===== config.mk =====
export PLATFORM = sky130hd
export DESIGN_NAME = epr_ctrl
export DESIGN_NICKNAME = d
export VERILOG_FILES = /design/src/epr_pkg.sv /design/src/epr_ctrl.sv
export SDC_FILE = /design/constraint.sdc
export NUM_CORES = 1
export LEC_CHECK = 0
export BUFFER_PORTS_ARGS = -buffer_cell sky130_fd_sc_hd__buf_2
export CAP_MARGIN = 20
export CORE_ASPECT_RATIO = 0.75
export CORE_MARGIN = 2
export CORE_UTILIZATION = 25
export CTS_CLUSTER_DIAMETER = 50
export DETAILED_ROUTE_END_ITERATION = 10
export HOLD_SLACK_MARGIN = 0.06
export PLACE_DENSITY = 0.39
export SLEW_MARGIN = 10
export SYNTH_ARGS = -nofsm -noshare
export SYNTH_HDL_FRONTEND = slang
export SYNTH_SLANG_ARGS = --single-unit
export TNS_END_PERCENT = 1

===== constraint.sdc =====
create_clock -name i_clk -period 2.9 [get_ports i_clk]
set_clock_uncertainty 0.1 [all_clocks]
set_input_delay 0 -clock i_clk [delete_from_list [all_inputs] [get_ports i_clk]]
set_output_delay 0 -clock i_clk [all_outputs]
set_load 0.005 [all_outputs]

===== src/epr_pkg.sv =====
// ----------------------------------------------------------------------------
// epr_pkg
// shared sizes, codes and command types for the effect pool room list manager
// ----------------------------------------------------------------------------
package epr_pkg;

    localparam int SLOTS = 64;
    localparam int ROOMS = 256;

    localparam int SW = (SLOTS > 1) ? $clog2(SLOTS) : 1;
    localparam int LW = SW + 1;
    localparam int RW = (ROOMS > 1) ? $clog2(ROOMS) : 1;

    localparam int KIND_W  = 2;
    localparam int SLOT_W  = 6;
    localparam int ROOM_W  = 8;
    localparam int STAT_W  = 2;

    localparam logic [LW-1:0] NONE_LINK = LW'(SLOTS);

    typedef enum logic [KIND_W-1:0] {
        K_CREATE = 2'd0,
        K_KILL   = 2'd1,
        K_MOVE   = 2'd2,
        K_BAD    = 2'd3
    } t_kind;

    typedef enum logic [STAT_W-1:0] {
        ST_OK       = 2'd0,
        ST_EMPTY    = 2'd1,
        ST_NOT_LIVE = 2'd2,
        ST_RSVD     = 2'd3
    } t_status;

    typedef enum logic [3:0] {
        OP_NONE,
        OP_LOAD,
        OP_C_READ,
        OP_C_WRITE,
        OP_S_READ,
        OP_CAP_KILL,
        OP_CAP_MOVE,
        OP_A_STEP,
        OP_R_HEAD_READ,
        OP_R_HEAD_STEP,
        OP_R_STEP,
        OP_K_FIN,
        OP_M_READ,
        OP_M_WRITE
    } t_dp_op;

    typedef struct packed {
        logic is_create;
        logic is_kill;
        logic fail;
        logic a_head_done;
        logic a_stop;
        logic r_head_stop;
        logic r_stop;
    } t_dp_stat;

endpackage


===== src/epr_ctrl.sv =====
// ----------------------------------------------------------------------------
// epr_ctrl
// sequencer that steps the datapath through create, kill and move
// ----------------------------------------------------------------------------
module epr_ctrl
    import epr_pkg::*;
(
    input  logic     i_clk,
    input  logic     i_rst_n,
    input  logic     start,
    input  t_dp_stat i_stat,
    output t_dp_op   o_op,
    output logic     busy,
    output logic     o_valid
);

    typedef enum logic [13:0] {
        S_IDLE         = 14'b00000000000001,
        S_DISPATCH     = 14'b00000000000010,
        S_C_READ       = 14'b00000000000100,
        S_C_WRITE      = 14'b00000000001000,
        S_S_READ       = 14'b00000000010000,
        S_CAPTURE      = 14'b00000000100000,
        S_A_STEP       = 14'b00000001000000,
        S_R_HEAD_READ  = 14'b00000010000000,
        S_R_HEAD_STEP  = 14'b00000100000000,
        S_R_STEP       = 14'b00001000000000,
        S_K_FIN        = 14'b00010000000000,
        S_M_READ       = 14'b00100000000000,
        S_M_WRITE      = 14'b01000000000000,
        S_DONE         = 14'b10000000000000
    } t_state;

    t_state r_state;
    t_state n_state;
    t_state after_room;

    assign after_room = i_stat.is_kill ? S_K_FIN : S_M_READ;

    always_comb begin
        n_state = r_state;
        o_op    = OP_NONE;
        unique case (r_state)
            S_IDLE: begin
                if (start) begin
                    o_op    = OP_LOAD;
                    n_state = S_DISPATCH;
                end
            end
            S_DISPATCH: begin
                if (i_stat.fail) begin
                    n_state = S_DONE;
                end else if (i_stat.is_create) begin
                    n_state = S_C_READ;
                end else begin
                    n_state = S_S_READ;
                end
            end
            S_C_READ: begin
                o_op    = OP_C_READ;
                n_state = S_C_WRITE;
            end
            S_C_WRITE: begin
                o_op    = OP_C_WRITE;
                n_state = S_DONE;
            end
            S_S_READ: begin
                o_op    = OP_S_READ;
                n_state = S_CAPTURE;
            end
            S_CAPTURE: begin
                if (i_stat.is_kill) begin
                    o_op    = OP_CAP_KILL;
                    n_state = i_stat.a_head_done ? S_R_HEAD_READ : S_A_STEP;
                end else begin
                    o_op    = OP_CAP_MOVE;
                    n_state = S_R_HEAD_READ;
                end
            end
            S_A_STEP: begin
                o_op = OP_A_STEP;
                if (i_stat.a_stop) begin
                    n_state = S_R_HEAD_READ;
                end
            end
            S_R_HEAD_READ: begin
                o_op    = OP_R_HEAD_READ;
                n_state = S_R_HEAD_STEP;
            end
            S_R_HEAD_STEP: begin
                o_op    = OP_R_HEAD_STEP;
                n_state = i_stat.r_head_stop ? after_room : S_R_STEP;
            end
            S_R_STEP: begin
                o_op = OP_R_STEP;
                if (i_stat.r_stop) begin
                    n_state = after_room;
                end
            end
            S_K_FIN: begin
                o_op    = OP_K_FIN;
                n_state = S_DONE;
            end
            S_M_READ: begin
                o_op    = OP_M_READ;
                n_state = S_M_WRITE;
            end
            S_M_WRITE: begin
                o_op    = OP_M_WRITE;
                n_state = S_DONE;
            end
            S_DONE: begin
                n_state = S_IDLE;
            end
            default: begin
                n_state = S_IDLE;
            end
        endcase
    end

    always_ff @(posedge i_clk) begin
        if (!i_rst_n) begin
            r_state <= S_IDLE;
        end else begin
            r_state <= n_state;
        end
    end

    assign busy    = (r_state != S_IDLE);
    assign o_valid = (r_state == S_DONE);

endmodule


==> impl_metrics.yaml <==
yosys:
  postSynthCellCount: 118
  synth_seq_cells: 14
  async_reset_ff_frac: 0
  synth_top_area_frac: 0.3043
  ys_warn_count: 0
  yosysSeqAreaShare: 0.3043
  yosys.area.top_type: "dfxtp_1"
  synth.net_count: 128
  synth_cell_types: 37
  ys_top_cells_by_count: "14 x dfxtp_1, 14 x nor2_1, 13 x nand2_1"
  syn_area_per_cell_um2: 7.804
  synth-edff-count: 0
  synthFlopType: "dfxtp_1"
  synth_area_um2: 920.9
  synth_area_leaders: "dfxtp_1 30%, nor2_1 5.7%, nand2_1 5.3%, nor4b_1 4.8%, nor3_1 3.8%"
global_route:
  grt_start_max_net_pins: 12
  grt_pass1_wl_um: 4153
  grt_pass1_vias: 821
  grt_usage: 0.1335
  antenna_found_initial: 0
  grt_remaining_overflow: 0
layout:
  fin_nets: 152
  largest_reg_flops: 14
  antenna_cells: 0
  reg_top3: "r_state x14"
  finish.utilization: 0.3304
  fillers: 378
  area_growth_pct: 28.80
  drive_gt1_frac: 0.1986
  top_register: "r_state"
clocking:
  cts_made_buffers: 3
  cts_setup_buffers: 0
  cts_max_level: 1
  clkSlewWorstSetupHoldPaths_ns: 0.07
  clock_sinks: 14
  tritoncts: "done"
  cts_resized: 0
  clk_latency_ns: 0.25
  cts_buffer_depth: 2
  clock-root-buffer: "clkbuf_8"
sta:
  finalHoldViolations: 0
  fin_setup_tns_ns: 0
  slew_headroom: 0.6217
  tightest_slew_ns: 0.5595
  fin_ws_ns: 0.3099
  setup_violations: 0
  holdWs_ns: 0.05583
  timing.final.crit_share: 0.8931
  rsz0062_at_grt: "false"
  slew_violations: 0
  timing.fmax_mhz: 386.1
  period_needed_ns: 2.590
route:
  final_antenna_net_count: 0
  viasPerCell: 4.891
  post_drt_wl_per_cell_um: 13.75
  totalWireLength_um: 2654
  drtIter0Drc: 105
  drc: 0
  vias: 944
  drt_pass1_iterations: 4
status:
  status: "completed"
worst_setup_path:
  critPathLaunchType: "flip-flop"
  worst-path-max-fanout: 6
  end_kind: "flip-flop"
  worstPathArrival_ns: 2.68
  critical_path_class: "flip-flop to flip-flop"
  crit_required_ns: 2.99
floorplanning:
  row_count: 19
  fp.coreArea_mm2: 0.003590
  initial_core_util: 0.2565
  die_w_um: 74.08
  ioPinCount: 16
  die_h_um: 56.56
  design.die.area_mm2: 0.004190
power:
  vdd_ir_drop_max_uv: 241.0
  leakagePower_uw: 0.0004477
  power-per-cell-area_mw_per_mm2: 512.4
flow_run:
  drv_cap: 0
place:
  gp_congestion: 0.7634
  place_worst_setup_slack_ns: 0.6092
  hpwlAfterDp_um: 2027
  port_buffers: 15
worst_hold_path:
  min_path_type: "input pin to flip-flop"
## power by group
group / leakage, uW / total, uW / switching [uW] / internal, uW
Clock: 0.0000288 / 196 / 75.9 / 120
Sequential: 0.000113 / 225 / 21.0 / 204
Combinational: 0.000306 / 186 / 109 / 77.7
## worst paths after layout
| check | to | from | cells past startpoint | slack [ns] |
|---|---|---|---|---|
| setup reg to reg | r_state[7] | r_state[0] | 6 | 0.31 |
| hold reg to reg | r_state[3] | r_state[2] | 2 | 0.47 |
| setup / recovery | r_state[7] | r_state[0] | 6 | 0.31 |
| hold / removal | r_state[7] | start | 3 | 0.06 |
## critical path: stages, from the launching register on
cell	delay, ns
dfxtp_1	0.37
nor4_2	0.46
nand3_1	0.28
or4_1	0.52
a2bb2oi_1	0.17
dlygate4sd3_1	0.57
nor2_1	0.08
## kinds of logic (layout without fill, tap and decap cells)
kind of cell	Yosys count	in the layout	synth area share
AO/OA/AOI/OAI	19	19	0.1495
AND/OR/NAND/NOR	69	69	0.4321
flip-flops	14	14	0.3043
multiplexers	1	1	0.01087
XOR/XNOR	6	6	0.05706
buffers and inverters	9	32	0.04619
## layout make-up
type	instances	area [um^2]	share of cell area
inverter	2	7.507	0.006329
tap	52	65.06	0.05485
clock buffer	4	55.05	0.04641
sequential	14	280.3	0.2363
timing repair buffer	26	180.2	0.1519
multi-input combinational	95	598.1	0.5042
## stage by stage
step | total power [uW] | cell area (um^2) | cells
finish | 607.8 | 1186 | 193
global route | 641.1 | 1186 | 193
CTS | 611.4 | 1186 | 193
detailed placement | 407.9 | 1041 | 180
global placement | 416.6 | 1041 | 180
floorplan | 354.5 | 920.9 | 118
## repair_timing
| item | CTS | global route |
|---|---|---|
| endpoints found under the hold margin | 8 | 0 |
| hold buffers | 9 | 0 |
| setup endpoints to repair | 0 | 0 |
## metal layers
layer  routed length (um)  part of all wire  global-route usage
met5                    0                 0                   0
met4                   69             0.026             0.05455
met3                  134             0.050             0.04309
met2                 1041              0.39              0.1722
met1                 1409              0.53              0.1998
## cells in the final DEF, fill, tap and decap left out, types with 2 or more instances in the layout
cell type / count
buf_2: 15
nor2_1: 14
dfxtp_1: 14
nand2_1: 13
dlygate4sd3_1: 9
nor3_1: 7
o21ai_0: 7
nand3_1: 5
nor4_1: 5
nor4b_1: 5
nand2b_1: 4
or4_1: 4
xnor2_1: 4
clkbuf_8: 4
a21oi_1: 3
or4_4: 2
xor2_1: 2
or3_1: 2
inv_1: 2
buf_4: 2
No activity file was read; power rests on OpenSTA's default activity.
